$ cat src/hw/rtl/pixel_format_converter_unit_assert.svh
// Assertion macros for the pixel format converter.
// Included by the top level; expects clk_i and rst_ni in scope.
`ifndef PIXEL_FORMAT_CONVERTER_UNIT_ASSERT_SVH
`define PIXEL_FORMAT_CONVERTER_UNIT_ASSERT_SVH

// Same-cycle implication, checked out of reset.
`define PFC_ASSERT_NOW(lbl, pre, post) \
  lbl: assert property (@(posedge clk_i) disable iff (!rst_ni) (pre) |-> (post)) \
    else $error("pfc assertion failed");

// Next-cycle implication, checked out of reset.
`define PFC_ASSERT_NEXT(lbl, pre, post) \
  lbl: assert property (@(posedge clk_i) disable iff (!rst_ni) (pre) |=> (post)) \
    else $error("pfc assertion failed");

`endif

$ cat src/hw/rtl/pfc_pkg.sv
// Shared types, constants and helper functions of the pixel format converter.
// Used by every module of the block; depends on nothing.
package pfc_pkg;

  localparam int unsigned PIX_W     = 32;
  localparam int unsigned CH_NUM    = 4;
  localparam int unsigned SLOT_W    = 9;
  localparam int unsigned LAYOUT_W  = CH_NUM * SLOT_W;
  localparam int unsigned CHAN_BITS = 8;
  localparam int unsigned CH_ALPHA  = 3;
  localparam int unsigned NUM_W     = 16;
  localparam int unsigned RECIP_W   = 25;
  localparam int unsigned RECIP_SH  = 24;
  localparam int unsigned PROD_W    = NUM_W + RECIP_W;

  localparam logic [CHAN_BITS-1:0] CHAN_FULL = 8'd255;

  localparam logic [LAYOUT_W-1:0] LAYOUT_RESET = 36'h8C4021110;

  // Reciprocals ceil(2^24 / (2^w - 1)); exact for all numerators used here.
  localparam logic [RECIP_W-1:0] RECIP_1   = 25'(2**RECIP_SH);
  localparam logic [RECIP_W-1:0] RECIP_3   = 25'((2**RECIP_SH + 2) / 3);
  localparam logic [RECIP_W-1:0] RECIP_7   = 25'((2**RECIP_SH + 6) / 7);
  localparam logic [RECIP_W-1:0] RECIP_15  = 25'((2**RECIP_SH + 14) / 15);
  localparam logic [RECIP_W-1:0] RECIP_31  = 25'((2**RECIP_SH + 30) / 31);
  localparam logic [RECIP_W-1:0] RECIP_63  = 25'((2**RECIP_SH + 62) / 63);
  localparam logic [RECIP_W-1:0] RECIP_127 = 25'((2**RECIP_SH + 126) / 127);

  typedef enum logic [1:0] {
    CFG_SRC_LAYOUT = 2'd0,
    CFG_DST_LAYOUT = 2'd1,
    CFG_COPY       = 2'd2
  } cfg_idx_e;

  typedef struct packed {
    logic s1;
    logic s2;
    logic s3;
    logic s4;
  } lane_en_t;

  function automatic logic [3:0] slot_width(input logic [SLOT_W-1:0] slot);
    logic [3:0] w;
    w = slot[8:5];
    return (w > 4'd8) ? 4'd8 : w;
  endfunction

  function automatic logic [4:0] slot_shift(input logic [SLOT_W-1:0] slot);
    return slot[4:0];
  endfunction

  function automatic logic [CHAN_BITS-1:0] width_mask(input logic [3:0] w);
    logic [CHAN_BITS:0] m;
    m = (9'h1 << w) - 9'h1;
    return m[CHAN_BITS-1:0];
  endfunction

  function automatic logic [RECIP_W-1:0] recip(input logic [3:0] w);
    logic [RECIP_W-1:0] r;
    case (w)
      4'd2:    r = RECIP_3;
      4'd3:    r = RECIP_7;
      4'd4:    r = RECIP_15;
      4'd5:    r = RECIP_31;
      4'd6:    r = RECIP_63;
      4'd7:    r = RECIP_127;
      default: r = RECIP_1;
    endcase
    return r;
  endfunction

endpackage

$ cat src/hw/rtl/pfc_lane.sv
// One color channel lane: extract, widen to 8 bits and truncate to the destination width.
// Four register stages; uses pfc_pkg.
module pfc_lane (
  input  logic                                clk_i,
  input  pfc_pkg::lane_en_t                   en_i,
  input  logic [pfc_pkg::PIX_W-1:0]           pix_i,
  input  logic [pfc_pkg::SLOT_W-1:0]          src_slot_i,
  input  logic [pfc_pkg::SLOT_W-1:0]          dst_slot_i,
  input  logic                                alpha_i,
  output logic [pfc_pkg::CHAN_BITS-1:0]       part_o
);

  logic [3:0]                        sw_d;
  logic [pfc_pkg::PIX_W-1:0]         shifted;
  logic [pfc_pkg::CHAN_BITS-1:0]     raw_d;
  logic [pfc_pkg::CHAN_BITS-1:0]     raw1_q, raw2_q, raw3_q;
  logic [3:0]                        sw1_q, sw2_q, sw3_q;
  logic [pfc_pkg::CHAN_BITS-1:0]     top;
  logic [pfc_pkg::NUM_W-1:0]         n_d, n2_q;
  logic [pfc_pkg::PROD_W-1:0]        prod;
  logic [pfc_pkg::CHAN_BITS-1:0]     q3_q;
  logic [pfc_pkg::CHAN_BITS-1:0]     full;
  logic [3:0]                        dw;
  logic [pfc_pkg::CHAN_BITS-1:0]     part_d, part_q;

  assign sw_d    = pfc_pkg::slot_width(src_slot_i);
  assign shifted = pix_i >> pfc_pkg::slot_shift(src_slot_i);
  assign raw_d   = shifted[pfc_pkg::CHAN_BITS-1:0] & pfc_pkg::width_mask(sw_d);

  assign top = pfc_pkg::width_mask(sw1_q);
  assign n_d = (pfc_pkg::NUM_W'(raw1_q) * 16'd255) + pfc_pkg::NUM_W'(top[7:1]);

  assign prod = pfc_pkg::PROD_W'(n2_q) * pfc_pkg::PROD_W'(pfc_pkg::recip(sw2_q));

  assign dw = pfc_pkg::slot_width(dst_slot_i);

  always_comb begin
    if (sw3_q == 4'd0) begin
      full = alpha_i ? pfc_pkg::CHAN_FULL : '0;
    end else if (sw3_q == 4'd8) begin
      full = raw3_q;
    end else begin
      full = q3_q;
    end
    if (dw == 4'd0) begin
      part_d = '0;
    end else begin
      part_d = full >> (4'd8 - dw);
    end
  end

  always_ff @(posedge clk_i) begin
    if (en_i.s1) begin
      raw1_q <= raw_d;
      sw1_q  <= sw_d;
    end
    if (en_i.s2) begin
      n2_q   <= n_d;
      raw2_q <= raw1_q;
      sw2_q  <= sw1_q;
    end
    if (en_i.s3) begin
      q3_q   <= prod[pfc_pkg::RECIP_SH +: pfc_pkg::CHAN_BITS];
      raw3_q <= raw2_q;
      sw3_q  <= sw2_q;
    end
    if (en_i.s4) begin
      part_q <= part_d;
    end
  end

  assign part_o = part_q;

endmodule

$ cat src/hw/rtl/pfc_pack.sv
// Output stage: places the four channel parts at their destination shifts, or passes the word.
// Uses pfc_pkg.
module pfc_pack (
  input  logic                                   clk_i,
  input  logic                                   en_i,
  input  logic [pfc_pkg::CHAN_BITS-1:0]          parts_i [pfc_pkg::CH_NUM],
  input  logic [pfc_pkg::LAYOUT_W-1:0]           dst_layout_i,
  input  logic                                   copy_i,
  input  logic [pfc_pkg::PIX_W-1:0]              pix_i,
  output logic [pfc_pkg::PIX_W-1:0]              data_o
);

  logic [pfc_pkg::PIX_W-1:0] data_d, data_q;
  logic [38:0]               placed [pfc_pkg::CH_NUM];

  always_comb begin
    data_d = '0;
    for (int ch = 0; ch < pfc_pkg::CH_NUM; ch++) begin
      placed[ch] = 39'(parts_i[ch]) <<
                   pfc_pkg::slot_shift(dst_layout_i[ch*pfc_pkg::SLOT_W +: pfc_pkg::SLOT_W]);
      data_d = data_d | placed[ch][pfc_pkg::PIX_W-1:0];
    end
    if (copy_i) begin
      data_d = pix_i;
    end
  end

  always_ff @(posedge clk_i) begin
    if (en_i) begin
      data_q <= data_d;
    end
  end

  assign data_o = data_q;

endmodule

$ cat src/hw/rtl/pixel_format_converter_unit.sv
// Top level of the pixel format converter: configuration registers, stage handshake, lanes.
// Depends on pfc_pkg, pfc_lane, pfc_pack and pixel_format_converter_unit_assert.svh.
//
//   channel   direction  content
//   s_axis    in         source pixel word, 32 bits
//   m_axis    out        destination pixel word, 32 bits
//   cfg       in         write of source layout, destination layout or copy flag
//
// Every word passes five register stages: extract, numerator, reciprocal multiply,
// truncate, place. One word is taken in every cycle unless a stall on m_axis has filled every stage.
// Reset clears the stage valid bits and loads the ARGB8888 layouts with copy off.
// A stall on m_axis holds each full stage; empty stages keep filling behind it.
module pixel_format_converter_unit (
  input  logic                                clk_i,
  input  logic                                rst_ni,
  input  logic                                s_axis_tvalid,
  output logic                                s_axis_tready,
  input  logic [pfc_pkg::PIX_W-1:0]           s_axis_tdata,   // [31:0] source_pixel
  output logic                                m_axis_tvalid,
  input  logic                                m_axis_tready,
  output logic [pfc_pkg::PIX_W-1:0]           m_axis_tdata,   // [31:0] dest_pixel
  input  logic                                cfg_we_i,
  input  logic [1:0]                          cfg_idx_i,
  input  logic [pfc_pkg::LAYOUT_W-1:0]        cfg_data_i
);

  localparam int unsigned NSTAGE = 5;

  logic [pfc_pkg::LAYOUT_W-1:0] src_layout_q, dst_layout_q;
  logic                         copy_q;
  logic [NSTAGE-1:0]            valid_q;
  logic [NSTAGE:0]              ready;
  logic [NSTAGE-1:0]            en;
  logic [NSTAGE-1:0]            in_valid;
  pfc_pkg::lane_en_t            lane_en;
  logic [pfc_pkg::PIX_W-1:0]    pix_q [NSTAGE-1];
  logic [pfc_pkg::CHAN_BITS-1:0] parts [pfc_pkg::CH_NUM];

  always_ff @(posedge clk_i or negedge rst_ni) begin
    if (!rst_ni) begin
      src_layout_q <= pfc_pkg::LAYOUT_RESET;
      dst_layout_q <= pfc_pkg::LAYOUT_RESET;
      copy_q       <= 1'b0;
    end else if (cfg_we_i) begin
      case (cfg_idx_i)
        pfc_pkg::CFG_SRC_LAYOUT: src_layout_q <= cfg_data_i;
        pfc_pkg::CFG_DST_LAYOUT: dst_layout_q <= cfg_data_i;
        pfc_pkg::CFG_COPY:       copy_q       <= cfg_data_i[0];
        default: ;
      endcase
    end
  end

  always_comb begin
    ready[NSTAGE] = m_axis_tready;
    for (int k = NSTAGE - 1; k >= 0; k--) begin
      ready[k] = !valid_q[k] || ready[k+1];
    end
    in_valid[0] = s_axis_tvalid;
    for (int k = 1; k < NSTAGE; k++) begin
      in_valid[k] = valid_q[k-1];
    end
    en = in_valid & ready[NSTAGE-1:0];
  end

  always_ff @(posedge clk_i or negedge rst_ni) begin
    if (!rst_ni) begin
      valid_q <= '0;
    end else begin
      for (int k = 0; k < NSTAGE; k++) begin
        if (ready[k]) begin
          valid_q[k] <= in_valid[k];
        end
      end
    end
  end

  always_ff @(posedge clk_i) begin
    if (en[0]) begin
      pix_q[0] <= s_axis_tdata;
    end
    for (int k = 1; k < NSTAGE - 1; k++) begin
      if (en[k]) begin
        pix_q[k] <= pix_q[k-1];
      end
    end
  end

  assign lane_en.s1 = en[0];
  assign lane_en.s2 = en[1];
  assign lane_en.s3 = en[2];
  assign lane_en.s4 = en[3];

  for (genvar gi = 0; gi < pfc_pkg::CH_NUM; gi++) begin : g_lane
    pfc_lane u_lane (
      .clk_i      (clk_i),
      .en_i       (lane_en),
      .pix_i      (s_axis_tdata),
      .src_slot_i (src_layout_q[gi*pfc_pkg::SLOT_W +: pfc_pkg::SLOT_W]),
      .dst_slot_i (dst_layout_q[gi*pfc_pkg::SLOT_W +: pfc_pkg::SLOT_W]),
      .alpha_i    (gi == pfc_pkg::CH_ALPHA),
      .part_o     (parts[gi])
    );
  end

  pfc_pack u_pack (
    .clk_i        (clk_i),
    .en_i         (en[NSTAGE-1]),
    .parts_i      (parts),
    .dst_layout_i (dst_layout_q),
    .copy_i       (copy_q),
    .pix_i        (pix_q[NSTAGE-2]),
    .data_o       (m_axis_tdata)
  );

  assign s_axis_tready = ready[0];
  assign m_axis_tvalid = valid_q[NSTAGE-1];

`include "pixel_format_converter_unit_assert.svh"

  `PFC_ASSERT_NOW(a_full_stall_blocks_input, (&valid_q) && !m_axis_tready, !s_axis_tready)
  `PFC_ASSERT_NEXT(a_stalled_stage_holds, valid_q[3] && !ready[4], valid_q[3] && valid_q[4])
  `PFC_ASSERT_NEXT(a_output_moves_stage, m_axis_tvalid && m_axis_tready && !valid_q[3],
                   !m_axis_tvalid)

endmodule

$ cat config.mk
export PLATFORM = sky130hd
export DESIGN_NAME = pixel_format_converter_unit
export DESIGN_NICKNAME = d
export VERILOG_FILES = /design/src/hw/rtl/pfc_pkg.sv /design/src/hw/rtl/pfc_lane.sv /design/src/hw/rtl/pfc_pack.sv /design/src/hw/rtl/pixel_format_converter_unit.sv
export VERILOG_INCLUDE_DIRS = /design/src /design/src/hw/rtl
export SDC_FILE = /design/constraint.sdc
export NUM_CORES = 2
export LEC_CHECK = 0
export BUFFER_PORTS_ARGS = -buffer_cell sky130_fd_sc_hd__buf_2
export CAP_MARGIN = 20
export CORE_UTILIZATION = 30
export DETAILED_ROUTE_END_ITERATION = 10
export HOLD_SLACK_MARGIN = 0.12
export SETUP_SLACK_MARGIN = 0.3
export SLEW_MARGIN = 20
export SYNTH_ARGS = -nofsm -noshare
export SYNTH_HDL_FRONTEND = slang
export SYNTH_SLANG_ARGS = --single-unit
$ cat constraint.sdc
create_clock -name clk_i -period 8.5 [get_ports clk_i]
set_input_delay 1.7 -clock clk_i [delete_from_list [all_inputs] [get_ports clk_i]]
set_output_delay 1.7 -clock clk_i [all_outputs]
set_load 0.03 [all_outputs]
; ---- After elaboration in Yosys (flattened, before gate mapping)
; Memories as Yosys holds them, arrays and structs flattened.
; Index checks and enable logic that the tools add are counted.
[op_classes]
add_sub_neg = 16
n_mul = 8
order_cmp = 8
n_eq_ne = 30
shift = 20
mux = 29
bitwise_logic = 8
reduce_logical = 22
[op_table]
columns = cell, n
row1 = 25-bit one-hot mux with 6 select lines, 4
row2 = 16-bit by 25-bit multiplier with 32-bit output, 4
row3 = 8-bit by 5-bit left shift with 32-bit output, 4
row4 = 32-bit by 5-bit right shift with 8-bit output, 4
row5 = 32-bit OR, 3
row6 = 16-bit by 7-bit adder with 16-bit output, 4
row7 = "4-bit by 3-bit == test with 1-bit output, second input constant", 16
row8 = "8-bit by 8-bit multiplier with 16-bit output, second input constant", 4
row9 = 8-bit 2-to-1 mux, 8
row10 = "1-bit by 4-bit left shift with 8-bit output, first input constant", 8
row11 = "8-bit by 1-bit subtractor with 8-bit output, second input constant", 8
row12 = 8-bit bitwise AND, 4
row13 = "4-bit by 2-bit == test with 1-bit output, second input constant", 8
row14 = "4-bit > comparator, second input constant", 8
row15 = 4-bit zero test, 8
row16 = 32-bit 2-to-1 mux, 1
row17 = 4-bit 2-to-1 mux, 8
row18 = 8-bit by 4-bit right shift with 8-bit output, 4
row19 = "4-bit == test, second input constant", 4
row20 = "4-bit subtractor, first input constant", 4
row21 = 1-bit 2-to-1 mux, 8
row22 = 2-bit AND reduction, 3
row23 = 5-bit bitwise AND, 1
row24 = 1-bit zero test, 5
row25 = other kinds (4), 8
[word_totals]
reg_bits = 382
mem_bits_rw = 128
input_bits = 75
output_inout_bits = 34
word_cells = 187
n_memories = 1
[mem_list]
columns = name, depth, width, read_ports, rd_ports_with_merged_regs, wr, line_no
row1 = pix_q, 4, 32, 4, 0, 4, pixel_format_converter_unit.sv:36  ; logic [pfc_pkg::PIX_W-1:0] pix_q [NSTAGE-1];

; ---- Logic depth before layout (Yosys ltp)
[logic_depth]
word_depth = 9
depth_mapped = 29
mapped_depth_nobuf = 26

; ---- Cells and area by module
; From an unflattened synthesis, not the netlist that was laid out.
[unflattened]
cells_unflattened = 6977
area_unflattened_um2 = 70401.3
[by_module_without_submodules]
columns = mod, n_inst, cells_each, area_each_um2
row1 = pfc_lane (g_lane[2].u_lane), 1, 1532, 14784.2
row2 = pfc_lane (g_lane[3].u_lane), 1, 1543, 14779.2
row3 = pfc_lane (g_lane[0].u_lane), 1, 1531, 14719.1
row4 = pfc_lane (g_lane[1].u_lane), 1, 1537, 14660.3
row5 = pixel_format_converter_unit, 1, 308, 7025.5
row6 = pfc_pack, 1, 526, 4433.0

; ---- Worst setup path after synthesis
; OpenSTA, ideal clock, no wires.
[synth_timing]
path_type = register to register
startpoint = reg g_lane[0].u_lane.sw2_q[2]
endpoint = reg g_lane[0].u_lane.q3_q[6] in the netlist's numbering (data pin)
setup_ns = 0.258
t_arrival_ns = 6.648
path_slack_ns = 1.595
stages_incl_launch_ff = 24
period_less_slack_ns = 6.905
cell_sequence = edfxtp_1 clkbuf_1 nand2_1 nor3_1 clkbuf_1 nand2_1 fa_1 fa_1 inv_1 fa_1 fa_1 fa_1 inv_1 fa_1 inv_1 ha_1 a21o_1 a31o_2 a221o_1 a21oi_1 a21oi_1 or3_1 a21oi_1 xnor2_1
[synth_via]
elab_chain_len = 3
word_cells_on_any_way = 8
classes_between = 1 x mul / 6 x eq/ne / 1 x mux
[synth_lines]
columns = element, line_no
row1 = "start, declared", pfc_lane.sv:17  ; logic [3:0] sw1_q, sw2_q, sw3_q;
row2 = "start signal, assigned", pfc_lane.sv:60  ; sw2_q <= sw1_q;
row3 = 4-bit by 3-bit == test with 1-bit output or 4-bit by 2-bit == test with 1-bit output (tied branches), pfc_pkg.sv:60  ; case (w)
row4 = 25-bit one-hot mux with 6 select lines (*), pfc_pkg.sv:60
row5 = 16-bit by 25-bit multiplier with 32-bit output (*), pfc_lane.sv:33  ; assign prod = pfc_pkg::PROD_W'(n2_q) * pfc_pkg::PROD_W'(pfc_pkg::recip(sw2_q));
row6 = "via g_lane[0].u_lane.prod, one bit", pfc_lane.sv:20  ; logic [pfc_pkg::PROD_W-1:0] prod;
row7 = "end signal, assigned", pfc_lane.sv:63  ; q3_q <= prod[pfc_pkg::RECIP_SH +: pfc_pkg::CHAN_BITS];
row8 = "end, declared", pfc_lane.sv:21  ; logic [pfc_pkg::CHAN_BITS-1:0] q3_q;
; Mark *: on every way through the listed nets, which the timed path passes. The rest lies on a longest branch.
; A chain may end at the register's enable or synchronous reset.

; ---- Final worst setup path
[layout_timing]
startpoint = reg g_lane[3].u_lane.sw2_q[2]
endpoint = reg g_lane[3].u_lane.q3_q[7] in the netlist's numbering (data pin)
[layout_via]
elab_chain_len = 3
word_cells_on_any_way = 8
classes_between = 1 x mul / 6 x eq/ne / 1 x mux
[layout_lines]
columns = element, line_no
row1 = "start, declared", pfc_lane.sv:17
row2 = "start signal, assigned", pfc_lane.sv:60
row3 = 4-bit by 3-bit == test with 1-bit output or 4-bit by 2-bit == test with 1-bit output (tied branches), pfc_pkg.sv:60
row4 = 25-bit one-hot mux with 6 select lines (*), pfc_pkg.sv:60
row5 = 16-bit by 25-bit multiplier with 32-bit output (*), pfc_lane.sv:33
row6 = "via g_lane[3].u_lane.prod, one bit", pfc_lane.sv:20
row7 = "end signal, assigned", pfc_lane.sv:63
row8 = "end, declared", pfc_lane.sv:21
; Marked as above.

==> results.sh <==
export IMPL_status="complete, no violations"
export IMPL_crit_chain="xnor2_1 -> nor3_2 -> nand2_1 -> fa_1 -> inv_1 -> fa_1 -> inv_1 -> fa_1 -> fa_1 -> inv_1 -> fa_1 -> inv_1 -> fa_1 -> inv_1 -> ha_1 -> a21oi_1 -> nand2_1 -> a211o_1 -> a21o_1 -> nor3_1 -> o311ai_0 -> a21oi_1 -> xnor2_1"
export IMPL_maxCapViolations=0
export IMPL_slowest_delay_ns=0.67
export IMPL_wl_mm=203
export IMPL_cts_sinks=510
export IMPL_synthTopCellsByCount="inv_1, fa_1, ha_1"
export IMPL_vias=47500
export IMPL_cp_max_fo=12
export IMPL_crit_type="register to register"
export IMPL_initial_core_util_pct=30.2
export IMPL_finalMaxSlewViolations=0
export IMPL_yosysWarnings=0
export IMPL_avgViaCountPerCell=4.79
export IMPL_synthCells=6875
export IMPL_fp_row_count=175
export IMPL_start_kind="register"
export IMPL_rsz0062_at_grt="false"
export IMPL_regArea_sq_um=14900
export IMPL_cts_buffers=57
export IMPL_io_pins=109
export IMPL_cts_tree="done"
export IMPL_cts_resized=0
export IMPL_yosys_area_top_type="fa_1"
export IMPL_p_leak_nw=36.0
export IMPL_yosysSeqAreaShare_pct=21.8
export IMPL_hold_path_class="register to register"
export IMPL_core_area_sq_um=227000
export IMPL_die_w_microns=480
export IMPL_drive_gt1_share_pct=7.72
export IMPL_grt_max_degree=73
export IMPL_synthTopCellsByArea="fa_1, edfxtp_1, ha_1"
export IMPL_multiInputGateArea_sq_um=46400
export IMPL_ant_nets=0
export IMPL_holdWs_ns=0.390
export IMPL_finalSetupViolations=0
export IMPL_cts_root_buffer="clkbuf_16"
export IMPL_cts_setup_buffers=0
export IMPL_yosysMostFrequentCell="inv_1"
export IMPL_synthToLayoutAreaGrowth_pct=8.60
export IMPL_power_density_nw_per_um2=426
export IMPL_peakVddDrop_v=0.000509
export IMPL_syn_area_per_cell_sq_um=9.98
export IMPL_routedWlPerCell_microns=20.5
export IMPL_fin_skew_ns=0.0486
export IMPL_overflow=0
export IMPL_io_buffers=108
export IMPL_gp_congestion=0.988
export IMPL_crit_arrival_ns=8.03
export IMPL_synth_top_area_share_pct=29.3
export IMPL_clockBufferDepth=3
export IMPL_ys_flop_type="edfxtp_1"
export IMPL_hold_viol=0
export IMPL_firstDrtPassIters=8
export IMPL_fin_crit_ns=7.68
export IMPL_synth_area_sq_um=68600
export IMPL_critPathCaptureType="register"
export IMPL_final_setup_tns_ns=0
export IMPL_cp_required_ns=8.86
export IMPL_cpMostUsedCell="fa_1"
export IMPL_ff2ff_path_depth=23
export IMPL_clk_latency_ns=0.67
export IMPL_layout_nets=8597
export IMPL_grt_pass1_vias=50800
export IMPL_crit_slowest_cell="nor3_2"
export IMPL_drt_iter0_markers=3428
export IMPL_synth_async_sr_flop_share_pct=15.3
export IMPL_fillers=23200
export IMPL_ys_types=80
export IMPL_h_tree_depth=2
export IMPL_ys_ff_latch=510
export IMPL_synth_edf_count=432
export IMPL_syn_nets=8626
export IMPL_hold_buffers=0
export IMPL_antenna_found_initial=24
export IMPL_drc=0
export IMPL_die_y_microns=480
export IMPL_hold_depth=0
export IMPL_grt_total_usage_pct=17.7
export IMPL_relSlewSlack_pct=28.0
export IMPL_clkSlewWorstSetupHoldPaths_ns=0.06
export IMPL_worst_pin_slew_ns=1.08
export IMPL_period_share_pct=90.3
export IMPL_grt_pass1_wl_mm=313
export IMPL_die_area_sq_um=231000
export IMPL_fmax_mhz=130
export IMPL_hpwl_mm=168
path summary, 6_finish.rpt:
| path | start | endpoint | slack, ns |
|---|---|---|---|
| worst max-delay path | g_lane[3].u_lane.sw2_q[2]$_DFFE_PP_ | g_lane[3].u_lane.q3_q[7]$_DFFE_PP_ | 0.82 |
| worst min-delay path | pix_q[1][23]$_DFFE_PP_ | pix_q[2][23]$_DFFE_PP_ | 0.39 |
| worst max register to register | g_lane[3].u_lane.sw2_q[2]$_DFFE_PP_ | g_lane[3].u_lane.q3_q[7]$_DFFE_PP_ | 0.82 |
| worst min register to register | pix_q[1][23]$_DFFE_PP_ | pix_q[2][23]$_DFFE_PP_ | 0.39 |
| max in group asynchronous | rst_ni | src_layout_q[27]$_DFFE_PN0P_ | 6.31 |
| min in group asynchronous | rst_ni | src_layout_q[20]$_DFFE_PN0P_ | 1.00 |
logic make-up after synthesis:
family / share of synthesized area [%]
flops: 21.8
mux: 6.29
simple gates: 11.3
fa+ha+maj: 41.6
xor+xnor: 1.84
compound gates: 6.48
buf+inv: 10.7
state kept, by name (all words and copies together) (netlist names):
signal,cells
g_lane.u_lane.sw1_q,16
g_lane.u_lane.sw2_q,16
pix_q,128
g_lane.u_lane.raw2_q,32
g_lane.u_lane.q3_q,32
g_lane.u_lane.raw1_q,32
copy_q,1
dst_layout_q,36
u_pack.data_o,32
valid_q,5
g_lane.u_lane.part_o,32
g_lane.u_lane.n2_q,64
g_lane.u_lane.raw3_q,32
src_layout_q,36
g_lane.u_lane.sw3_q,16
power by group:
group	switching, mW	total [mW]	internal, mW
Sequential	1.24	5.70	4.47
Combinational	13.2	23.4	10.2
Clock	1.10	2.65	1.55
Total	15.5	31.7	16.2
layout make-up:
class                      count  area share [%]
inverter                    1675            8.44
tap                         3009            5.05
clock buffer                  69            2.00
antenna                       13          0.0437
multi-input combinational   4422            62.2
timing repair buffer         180            1.45
sequential                   510            20.1
clock inverter                39           0.709
metrics by stage:
stage,instances,total power [mW],setup slack [ns],utilization (%),cell area (sq um)
after floorplan,6875,22.9,1.59,-,68600
after global placement,9796,28.7,0.989,31.9,72500
after detailed placement,9796,29.1,0.925,31.9,72500
after CTS,9904,32.1,0.874,32.8,74500
after global routing,9914,35.5,0.474,32.8,74500
final,9917,31.7,0.824,32.8,74500
layout by cell type (no fill, tap or decap), types with 73 or more instances in the layout:
master	netlist	layout
inv_1	1666	1666
fa_1	1004	1004
ha_1	672	672
nand2_1	513	513
edfxtp_1	432	432
and2_1	340	336
nor2_1	247	246
a21oi_1	205	205
o21ai_0	158	158
mux2i_1	158	158
mux2_2	123	123
xnor2_1	122	122
buf_2	31	107
nor2b_1	101	100
buf_4	1	73
layer usage:
layer | GRT usage [%] | part of all wire, %
met3 | 1.99 | 5.2
met2 | 29.6 | 47
met4 | 7.10 | 4.3
met5 | 0 | 0.019
met1 | 23.4 | 43
critical path: cells and delay by family (launching register included):
kind	cells	cell delay (ns)
adders and majority gates	7	3.38
xor gates and xnor gates	2	0.31
and+or+nand+nor	4	1.59
AOI/OAI and AO/OA	5	1.24
DFF	1	0.62
buffers and inverters	5	0.25
(Power assumes the default switching activity.)
